## config.mk

```make
export PLATFORM = sky130hd
export DESIGN_NAME = bsb_div
export DESIGN_NICKNAME = d
export VERILOG_FILES = /design/src/sv/bsb_div.sv
export SDC_FILE = /design/constraint.sdc
export NUM_CORES = 1
export LEC_CHECK = 0
export BUFFER_PORTS_ARGS = -buffer_cell sky130_fd_sc_hd__buf_2
export CORE_ASPECT_RATIO = 0.6
export CORE_MARGIN = 3
export CORE_UTILIZATION = 50
export CTS_CLUSTER_SIZE = 25
export DETAILED_ROUTE_END_ITERATION = 8
export PLACE_DENSITY = 0.76
export SLEW_MARGIN = 20
export SYNTH_ARGS = -nofsm -noshare
export SYNTH_HDL_FRONTEND = slang
export SYNTH_SLANG_ARGS = --single-unit
```

## constraint.sdc

```tcl
create_clock -name clk -period 6.5 [get_ports clk]
set_input_delay 1.3 -clock clk [delete_from_list [all_inputs] [get_ports clk]]
set_output_delay 1.3 -clock clk [all_outputs]
set_load 0.02 [all_outputs]
```

## src/sv/bsb_div.sv

```systemverilog
// bit-serial restoring divider, one quotient bit per cycle
module bsb_div #(
	parameter int NUM_W = 26,
	parameter int DEN_W = 9
) (
	input  logic             clk,
	input  logic             arst_n,
	input  logic             start,
	input  logic [NUM_W-1:0] num,
	input  logic [DEN_W-1:0] den,
	output logic             busy,
	output logic [NUM_W-1:0] quot
);
	localparam int CNT_W = $clog2(NUM_W + 1);

	logic [DEN_W:0]   rem_q;
	logic [NUM_W-1:0] quo_q;
	logic [DEN_W-1:0] den_q;
	logic [CNT_W-1:0] cnt_q;
	logic             busy_q;
	logic [DEN_W+1:0] rem_sh;
	logic             fits;

	// shift in next dividend bit and try subtracting
	always_comb begin
		rem_sh = {rem_q, quo_q[NUM_W-1]};
		fits   = rem_sh >= {2'b00, den_q};
	end

	// control
	always_ff @(posedge clk or negedge arst_n) begin
		if (!arst_n) begin
			busy_q <= 1'b0;
			cnt_q  <= '0;
		end else if (start) begin
			busy_q <= 1'b1;
			cnt_q  <= CNT_W'(NUM_W);
		end else if (busy_q) begin
			cnt_q <= cnt_q - 1'b1;
			if (cnt_q == CNT_W'(1)) begin
				busy_q <= 1'b0;
			end
		end
	end

	// datapath
	always_ff @(posedge clk) begin
		if (start) begin
			rem_q <= '0;
			quo_q <= num;
			den_q <= den;
		end else if (busy_q) begin
			rem_q <= fits ? (DEN_W+1)'(rem_sh - {2'b00, den_q}) : rem_sh[DEN_W:0];
			quo_q <= {quo_q[NUM_W-2:0], fits};
		end
	end

	assign busy = busy_q;
	assign quot = quo_q;

endmodule

```

[After elaboration in Yosys (flattened, before gate mapping)]
Index checks and enable logic that the tools add are counted.
W data, S select, Z words.
Word-level totals
  bits in registers: 51
  latch bits: 0
  bits in writable memories: 0
  memory bits (read-only): 0
  bits of input ports: 38
  output and inout port bits: 27
  logic and storage cells: 18
  memories kept: 0
Cells by class
  $add $sub $neg: 2
  $mul: 0
  divide/modulo/power cells: 0
  $lt $le $gt $ge: 1
  equality and inequality tests: 1
  shift operators: 0
  multiplexer cells: 8
  bitwise logic cells: 0
  reductions and logical operators: 1
Operators with widths (count)
  $mux W26: 2
  $ge A11 B9 Y1: 1
  $mux W10: 1
  $mux W5: 2
  $sub A10 B9 Y10: 1
  $eq A5 B1 Y1 const B: 1
  $sub A5 B1 Y5 const B: 1
  $mux W1: 3
  $reduce_bool A2 Y1: 1

[Logic depth before layout (Yosys ltp)]
Gate-level depths: netlist (run 1).
  depth in word-level cells: 4
  gate-level depth with buffers: 10
  gate-level depth less buffers: 10

[Worst setup path after synthesis (run 1)]
Ideal clock, no wire load.
  path kind: input to register
  start point: in start
  end point: reg quo_q[0], in the netlist quot[0], enable pin
  setup time: 381 ps
  arrival time: 2306 ps
  data required time: 6119 ps
  setup slack: 3813 ps
  stages on the path: 3
  path buffers: 1
  path through: buf_1 -> nor2_1 -> inv_1
On the way
  cells in the longest elaborated chain, start to end: 1
Ends and longest elaborated chain
  start, declared: line 8  | input logic start,
  $reduce_bool A2 Y1 (no source line)
  end signal, assigned: line 50  | quo_q <= num;
  end signal, assigned: line 54  | quo_q <= {quo_q[NUM_W-2:0], fits};
  end, declared: line 17  | logic [NUM_W-1:0] quo_q;
Every way passes these cells.
A chain may end at the register's enable or synchronous reset.

[Worst setup path after layout (run 1)]
  start point: in start
  end point: reg quo_q[20], in the netlist quot[20], enable pin
The elaborated chain is that of the path after synthesis.

==> impl_metrics.yaml, run 1 <==
route:
  vias_per_cell: 5.21
  drtIter0Drc: 71
  ant_nets: 0
  wl_per_cell_microns: 15.0
  first_pass_iters: 4
  remaining_drc_errors: 0
  vias: 1714
  routed_wl_microns: 4940
setup_path:
  arrival_ps: 2870
  critPathKind: "input pin to flip-flop"
  crit_fanout: 49
  start_kind: "input pin"
  critPathCaptureType: "flip-flop"
  cp.required_ps: 6430
logic_synthesis:
  yosysMostFrequentCell: "edfxtp_1"
  synth_edf_count: 35
  synthTopCellsByArea: "edfxtp_1 (41%), mux2_2 (11%), dfxtp_1 (7.8%)"
  synthesis.area_sq_um: 2550
  synth_mux_area_frac: 0.146
  synth-xor-area-share: 0.0411
  synth_top_family_by_area: "multiplexers"
  synth_area_per_cell_sq_um: 12.7
  synth_adder_area_share: 0.0617
  synth_warnings: 0
  ys.flop_type: "edfxtp_1"
  netlist_top_cells_count: "edfxtp_1 (35), mux2_2 (26), inv_1 (15)"
  synthSimpleGateAreaFrac: 0.0735
  synth_nets: 251
  synth-seq-cells: 51
  netlist.area_leader.share: 0.411
  synthCells: 201
  seq_area_frac_synth: 0.548
  synth_compound_area_frac: 0.0916
  synth_cell_types: 39
  yosys.area.top_type: "edfxtp_1"
  synth_async_sr_flop_share: 0.118
placement:
  routabilityCongestion: 0.804
  dp_hpwl_microns: 3600
  numPortBuffers: 64
  dp.cells: 321
sta:
  finalSetupViolations: 0
  worst_slew_pin_slew_ps: 982
  max_freq_mhz: 340
  hold_viol_final: 0
  maxSlewHeadroom: 0.345
  finalCritPeriodShare: 0.452
  rsz0062_at_grt: "no"
  fin_skew_ps: 5.81
  report.final.slew_viol_count: 0
  setup_tns_ps: 0
  period_needed_ps: 2940
floorplanning:
  die_area_sq_um: 6030
  dieWidth_microns: 98.3
  rows: 19
  initial_core_util: 0.537
  pin_count: 65
  floorplan.die.height_microns: 61.4
  core_area_sq_um: 4750
final_layout:
  final_nets: 315
  antenna_cells: 0
  layout.cells.non_filler: 329
  syn_to_final_growth_pct: 18.4
  fill_cells: 385
  final_layout_size_suffix_gt1_frac: 0.383
grt:
  grt_pass1_vias: 1671
  grt_pass1_wl_microns: 8050
  grtUsageTotal: 0.176
  grt_max_degree: 50
  grt-ovfl-total: 0
  antenna_found_initial: 0
clocking:
  cts_buffers: 5
  cts.path.max_buffers: 2
  clk_pin_slew_ps: 90
  postCtsSetupRepairBufs: 0
  cts_htree_levels: 2
  cts_resized: 0
  cts_tree: "done"
  cts_hold_buf: 0
  insertion_delay_ps: 310
  cts_root_buffer: "clkbuf_8"
  clock-sinks: 51
power_and_ir_drop:
  p_leak_uw: 0.00129
  ir_drop_mv: 0.173
  power_density_nw_per_um2: 346
run:
  max-cap-violations: 0
status:
  status: "complete, no violations"
hold_path:
  hold_class: "flip-flop to flip-flop"
[per-layer routing]
layer / part of all wire / GRT usage / vias to the layer above
li1: - / - / 850
met1: 0.51 / 0.252 / 831
met2: 0.44 / 0.267 / 28
met3: 0.039 / 0.0430 / 5
met4: 0.0087 / 0.0584 / 0
met5: 0 / 0 / -
[worst paths after layout]
check / from / end / slack, ps / cells after the start
max: start / quot[20] / 3560 / 4
min: rem_q[7] / rem_q[7] / 480 / 2
max reg2reg: den_q[2] / rem_q[0] / 4010 / 8
min reg2reg: rem_q[7] / rem_q[7] / 480 / 2
max in group asynchronous: arst_n / cnt_q[2] / 5560 / 1
min in group asynchronous: arst_n / cnt_q[4] / 800 / 1
[cell usage in the layout (no fill, tap or decap), drive strengths merged]
master and count:
buf 65, edfxtp 35, mux2 27, inv 15
nor2 13, ha 11, dfxtp 10, nand2 10
o21ai 10, a211oi 9, clkbuf 8, mux2i 7
nand2b 6, xnor2 6, xor2 6, dfrtp 6
a21oi 5, nand3 2, nand4 1, or2 1
o211a 1, o211ai 1, or4b 1, a21o 1
nor4b 1, a41o 1, o31a 1, o21a 1
a2111o 1, o22ai 1, o21bai 1, nor3 1
fa 1
[registers in the layout, summed over array words and instances (netlist names)]
signal and cells:
quot 26, rem_q 10, cnt_q 5, den_q 9, busy 1
[per-stage QoR]
step	cell area (sq um)	hold slack (ps)	power, uW	util	worst slack (ps)
floorplan	2550	445	764	-	3810
global placement	2920	471	839	0.615	3250
detailed placement	2920	466	847	0.615	3240
CTS	3020	479	1050	0.636	3560
global route	3020	505	1110	0.636	3410
finish	3020	477	1050	0.636	3560
[logic make-up after synthesis]
| logic type | count (synthesis) |
|---|---|
| XOR/XNOR | 12 |
| AO/OA/AOI/OAI | 33 |
| adder cells (fa/ha/maj) | 12 |
| buffers and inverters | 23 |
| flip-flops | 51 |
| AND/OR/NAND/NOR | 36 |
| multiplexers | 34 |
[final cells by class]
class | instances | area [sq um] | share of cell area
clock buffer | 8 | 101 | 0.0335
sequential | 51 | 1400 | 0.463
timing repair buffer | 65 | 328 | 0.108
tap | 63 | 78.8 | 0.0261
inverter | 15 | 56.3 | 0.0186
multi-input combinational | 127 | 1060 | 0.350
[worst max-delay path, stage by stage]
cell and delay, ps:
buf_2 70, buf_4 450, nor2_1 230, inv_1 770
[where the power goes]
group | switching [uW] | internal [uW] | total (uW)
registers | 37.9 | 407 | 445
clock network | 102 | 99.8 | 202
logic | 220 | 178 | 398
total | 360 | 685 | 1050
Power figures use the tool's default switching activity.
==> run 2: changes to the inputs <==
==> constraint.sdc (replaced) <==
create_clock -name clk -period 2.8 [get_ports clk]
set_input_delay 0.56 -clock clk [delete_from_list [all_inputs] [get_ports clk]]
set_output_delay 0.56 -clock clk [all_outputs]
set_load 0.02 [all_outputs]
==> run 2 against run 1 <==
  * Hold slack got worse by 400 ps
  * Design area increased by 0.33%
  * Critical endpoint is now rem_q[8]
  * Cell count increased by 1.2%
  * Non-clock buffer count increased by 4
  * Clock skew decreased by 1.4 ps
  * Critical path type is now flip-flop to flip-flop
  * Largest power group unchanged
  * Combinational power increased by 140%
  * Worst setup slack got worse by 3100 ps
  * First-iteration DRC count increased by 100%
  * Critical path depth increased by 6
  * Die area unchanged
  * Register-to-register slack got worse by 3600 ps
  * Via count increased by 0.93%
==> impl_metrics.yaml, run 2 (synthesis results as in run 1) <==
floorplanning:
  core_area_sq_um: 4750
  pin_count: 65
  rows: 19
  die_area_sq_um: 6030
  dieWidth_microns: 98.3
  initial_core_util: 0.537
  floorplan.die.height_microns: 61.4
placement:
  routabilityCongestion: 0.887
  dp_hpwl_microns: 3860
  numPortBuffers: 64
clocking:
  cts_resized: 0
  cts_buffers: 5
  cts_hold_buf: 0
  insertion_delay_ps: 290
  cts_tree: "done"
  cts.path.max_buffers: 2
  postCtsSetupRepairBufs: 0
  clock-sinks: 51
  cts_htree_levels: 2
  cts_root_buffer: "clkbuf_8"
  clk_pin_slew_ps: 90
route:
  vias: 1730
  ant_nets: 0
  vias_per_cell: 5.20
  remaining_drc_errors: 0
  drtIter0Drc: 145
  wl_per_cell_microns: 15.2
  routed_wl_microns: 5050
  first_pass_iters: 4
setup_path:
  critPathCaptureType: "flip-flop"
  crit_family: "compound AO/OA/AOI/OAI gates"
  critPathKind: "flip-flop to flip-flop"
  cp.required_ps: 2990
  start_kind: "flip-flop"
  path_cells: "inv_1 > ha_1 > inv_1 > fa_1 > a211oi_1 > nor2_1 > a41o_1 > a21oi_1 > xor2_1 > o21ai_1"
  arrival_ps: 2560
  critPathSlowestCell: "edfxtp_1"
  crit_top_cell: "inv_1"
  crit_fanout: 2
  critPathBufInv: 2
  max_stage_delay_ps: 390
power_and_ir_drop:
  p_leak_uw: 0.00130
  finalPower_uw: 2380
  ir_drop_mv: 0.434
  power_density_nw_per_um2: 786
final_layout:
  antenna_cells: 0
  syn_to_final_growth_pct: 18.8
  largest_reg_flops: 26
  mostFrequentLayoutCells: "buf_2 (64), edfxtp_1 (35), mux2_2 (26)"
  mostFrequentLayoutCell: "buf_2"
  regArea_sq_um: 1400
  fill_cells: 407
  final_nets: 319
  multi_input_area_sq_um: 1060
  final_layout_size_suffix_gt1_frac: 0.393
grt:
  grt_max_degree: 29
  grt-ovfl-total: 0
  grt_pass1_wl_microns: 8370
  grt_pass1_vias: 1691
  antenna_found_initial: 0
  grtUsageTotal: 0.180
sta:
  hold_viol_final: 0
  rsz0062_at_grt: "no"
  setup_tns_ps: 0
  fin_skew_ps: 4.39
  max_freq_mhz: 422
  period_needed_ps: 2370
  worst_slew_pin_slew_ps: 439
  maxSlewHeadroom: 0.706
  finalCritPeriodShare: 0.847
  report.final.slew_viol_count: 0
  finalSetupViolations: 0
status:
  status: "complete, no violations"
hold_path:
  hold_class: "input pin to async pin"
run:
  max-cap-violations: 0
-- run 2: cell type report --
class	count	share of cell area
inverters	15	0.0186
flip-flops and latches	51	0.462
clock buffers	7	0.0252
well taps	63	0.0260
repair buffers	69	0.118
multi-input cells	127	0.349
clock inverters	1	0.00165
-- run 2: worst register-to-register path: stages, from the launching register on --
cell,delay [ps]
edfxtp_1,390
inv_1,80
ha_1,170
inv_1,50
fa_1,390
a211oi_1,340
nor2_1,150
a41o_1,270
a21oi_1,170
xor2_1,170
o21ai_1,80
-- run 2: power by group --
part	total [uW]	switching (uW)	internal [uW]
Sequential	1040	90.7	946
Clock	400	224	176
Combinational	947	516	431
Total	2380	831	1550
-- run 2: per-layer routing --
layer	share of wire	track usage
met5	0	0
met4	0.0028	0.0292
met3	0.054	0.0452
met2	0.43	0.267
met1	0.52	0.274
-- run 2: final timing paths --
| check | start | endpoint | slack (ps) | cells after the start |
|---|---|---|---|---|
| worst max-delay path | quot[25] | rem_q[8] | 430 | 10 |
| worst min-delay path | arst_n | cnt_q[3] | 70 | 1 |
| worst max register to register | quot[25] | rem_q[8] | 430 | 10 |
| worst min register to register | rem_q[5] | rem_q[5] | 480 | 2 |
| max in group asynchronous | arst_n | cnt_q[1] | 2570 | 1 |
| min in group clk | den[0] | den_q[0] | 430 | 1 |
-- run 2: stage by stage --
stage / setup slack (ps) / cells / hold WS (ps) / utilization / area, sq um
6_report: 430 / 333 / 75.0 / 0.638 / 3030
3_5_place_dp: 461 / 325 / 396 / 0.621 / 2950
5_1_grt: 305 / 333 / 61.2 / 0.638 / 3030
2_1_floorplan: 535 / 201 / 264 / - / 2550
3_3_place_gp: 495 / 325 / 393 / 0.621 / 2950
4_1_cts: 449 / 333 / 74.1 / 0.638 / 3030
==> run 3: changes to the inputs <==
--- a/config.mk
+++ b/config.mk
@@ -5,10 +5,11 @@
 export SDC_FILE = /design/constraint.sdc
 export NUM_CORES = 1
 export LEC_CHECK = 0
+export ABC_AREA = 1
 export BUFFER_PORTS_ARGS = -buffer_cell sky130_fd_sc_hd__buf_2
 export CORE_ASPECT_RATIO = 0.6
 export CORE_MARGIN = 3
-export CORE_UTILIZATION = 50
+export CORE_UTILIZATION = 48
 export CTS_CLUSTER_SIZE = 25
 export DETAILED_ROUTE_END_ITERATION = 8
 export PLACE_DENSITY = 0.76
==> constraint.sdc (replaced) <==
create_clock -name clk -period 2.1 [get_ports clk]
set_input_delay 0.42 -clock clk [delete_from_list [all_inputs] [get_ports clk]]
set_output_delay 0.42 -clock clk [all_outputs]
set_load 0.02 [all_outputs]
==> run 3 against run 2 <==
  * Synthesized cell count grew 60%
  * Critical path depth rose by 2
  * Clock skew up 2.6 ps
  * Hold slack improved by 210 ps
  * Clock power is 72% higher
  * Non-clock buffer count grew 3
  * Critical path type unchanged
  * Highest routed layer unchanged
==> impl_metrics.yaml, run 3 <==
final_layout:
  syn_to_final_growth_pct: 20.0
  mostFrequentLayoutCell: "nand2_1"
  antenna_cells: 0
  final_layout_size_suffix_gt1_frac: 0.230
  largest_reg_flops: 26
  mostFrequentLayoutCells: "nand2_1 (148), buf_2 (64), edfxtp_1 (35)"
  final_nets: 440
  layout.cells.non_filler: 457
grt:
  grt_pass1_vias: 2077
  grtUsageMet2: 0.290
  grt_util_met3: 0.0425
  grt_pass1_wl_microns: 9830
  grtUsageTotal: 0.194
  met1_usage: 0.284
  grt_max_degree: 31
  grt-ovfl-total: 0
  antenna_found_initial: 0
  top_usage_layer: "met2"
logic_synthesis:
  synth_warnings: 0
  synthCells: 321
  seq_area_frac_synth: 0.521
  synth_async_sr_flop_share: 0.118
  synth_edf_count: 35
  ys.flop_type: "edfxtp_1"
  synthesis.area_sq_um: 2690
  synth_nets: 371
  synthTopCellsByArea: "edfxtp_1 (39%), nand2_1 (21%), dfxtp_1 (7.4%)"
  synth_area_per_cell_sq_um: 8.38
  netlist_top_cells_count: "nand2_1 (148), edfxtp_1 (35), inv_1 (29)"
  synth-seq-cells: 51
  yosysMostFrequentCell: "nand2_1"
  yosys.area.top_type: "edfxtp_1"
  synth_cell_types: 26
  netlist.area_leader.share: 0.391
sta:
  fin_skew_ps: 6.97
  report.final.slew_viol_count: 0
  period_needed_ps: 1890
  rsz0062_at_grt: "no"
  worst_slew_pin_slew_ps: 413
  hold_viol_final: 0
  finalCritPeriodShare: 0.902
  maxSlewHeadroom: 0.724
  finalWorstSetupSlack_ps: 205
  holdWs_ps: 282
  setup_tns_ps: 0
  finalSetupViolations: 0
  max_freq_mhz: 528
setup_path:
  critPathCaptureType: "flip-flop"
  critPathKind: "flip-flop to flip-flop"
  start_kind: "flip-flop"
  arrival_ps: 2110
  rr_startpoint: "quot[25]"
  cp.required_ps: 2310
  rr_endpoint: "rem_q[6]"
  crit_fanout: 3
  worst-r2r-cell-count: 12
  r2r_setup_slack_ps: 210
floorplanning:
  rows: 20
  die_area_sq_um: 6570
  floorplan.die.height_microns: 64.0
  pin_count: 65
  dieWidth_microns: 103
  core_area_sq_um: 5230
  initial_core_util: 0.514
clocking:
  insertion_delay_ps: 310
  cts.path.max_buffers: 2
  cts_root_buffer: "clkbuf_8"
  clock-sinks: 51
  cts_resized: 0
  clk_pin_slew_ps: 100
  cts_tree: "done"
  cts_htree_levels: 2
  cts_buffers: 5
route:
  vias: 2285
  routed_wl_microns: 6030
  remaining_drc_errors: 0
  first_pass_iters: 5
  wl_per_cell_microns: 13.2
  ant_nets: 0
  drtIter0Drc: 119
  vias_per_cell: 5.00
hold_path:
  holdPathStages: 1
  hold_class: "input pin to flip-flop"
  hold_path_end: "den_q[2]"
  min_from: "den[2]"
power_and_ir_drop:
  power_density_nw_per_um2: 1060
  ir_drop_mv: 0.418
  p_leak_uw: 0.00171
status:
  status: "complete, no violations"
run:
  max-cap-violations: 0
placement:
  dp_hpwl_microns: 4430
  numPortBuffers: 64
  pre_cts_slack_ps: 231
  routabilityCongestion: 0.874
  dp.cells: 448
run 3: what timing repair did:
| item | 4_1_cts | 5_1_grt |
|---|---|---|
| hold buffers | 1 | 0 |
| setup endpoints to repair | 0 | 0 |
| endpoints found under the hold margin | 6 | 0 |
| buffers inserted | 0 | 0 |
run 3: worst max path at each step:
stage          slack, ps        to  startpoint
4_1_cts              200  rem_q[8]    quot[25]
2_1_floorplan        240  rem_q[8]    quot[25]
5_1_grt                9  rem_q[6]    quot[25]
3_5_place_dp         230  rem_q[8]    quot[25]
6_report             210  rem_q[6]    quot[25]
3_3_place_gp         320  rem_q[8]    quot[25]
run 3: cells by family (layout without fill, tap and decap cells):
family                   after synthesis  after routing  synth area share
AND/OR/NAND/NOR                      196            196             0.311
flip-flops                            51             51             0.521
buffers and inverters                 43            113            0.0656
AO/OA/AOI/OAI                         16             16            0.0340
adder cells (fa/ha/maj)               12             12            0.0586
XOR/XNOR                               3              3           0.00977
run 3: per-stage QoR:
step / cell area, sq um / power [uW] / util
final: 3230 / 3410 / 0.617
after global placement: 3110 / 2690 / 0.594
after CTS: 3230 / 3420 / 0.617
after global routing: 3230 / 3660 / 0.617
after detailed placement: 3110 / 2720 / 0.594
after floorplan: 2690 / 2380 / -
run 3: power breakdown:
part | leakage, uW | switching, uW | internal [uW]
Clock | 0.0000581 | 332 | 355
Combinational | 0.00113 | 845 | 526
Sequential | 0.000520 | 106 | 1250
run 3: worst max-delay path: stages (launching register included):
cell and delay (ps):
edfxtp_1 390, inv_1 110, ha_1 170, clkinv_1 110
fa_1 410, nand3_1 100, nand2_1 100, nand2_1 100
nand3b_1 70, nand2_1 70, nand2_1 50, nand3_1 70
nand2_1 40
run 3: per-layer routing:
layer  vias up  share of wire
met5         -              0
met4         0         0.0094
met3         5          0.061
met2        79           0.45
met1      1045           0.48
li1       1156              -
run 3: cell type report:
| type | count | area (sq um) |
|---|---|---|
| Timing Repair Buffer | 72 | 395 |
| Multi-Input combinational cell | 227 | 1110 |
| Clock buffer | 5 | 68.8 |
| Inverter | 33 | 124 |
| Clock inverter | 3 | 43.8 |
| Fill cell | 440 | 2000 |
| Tap cell | 66 | 82.6 |
| Sequential cell | 51 | 1400 |
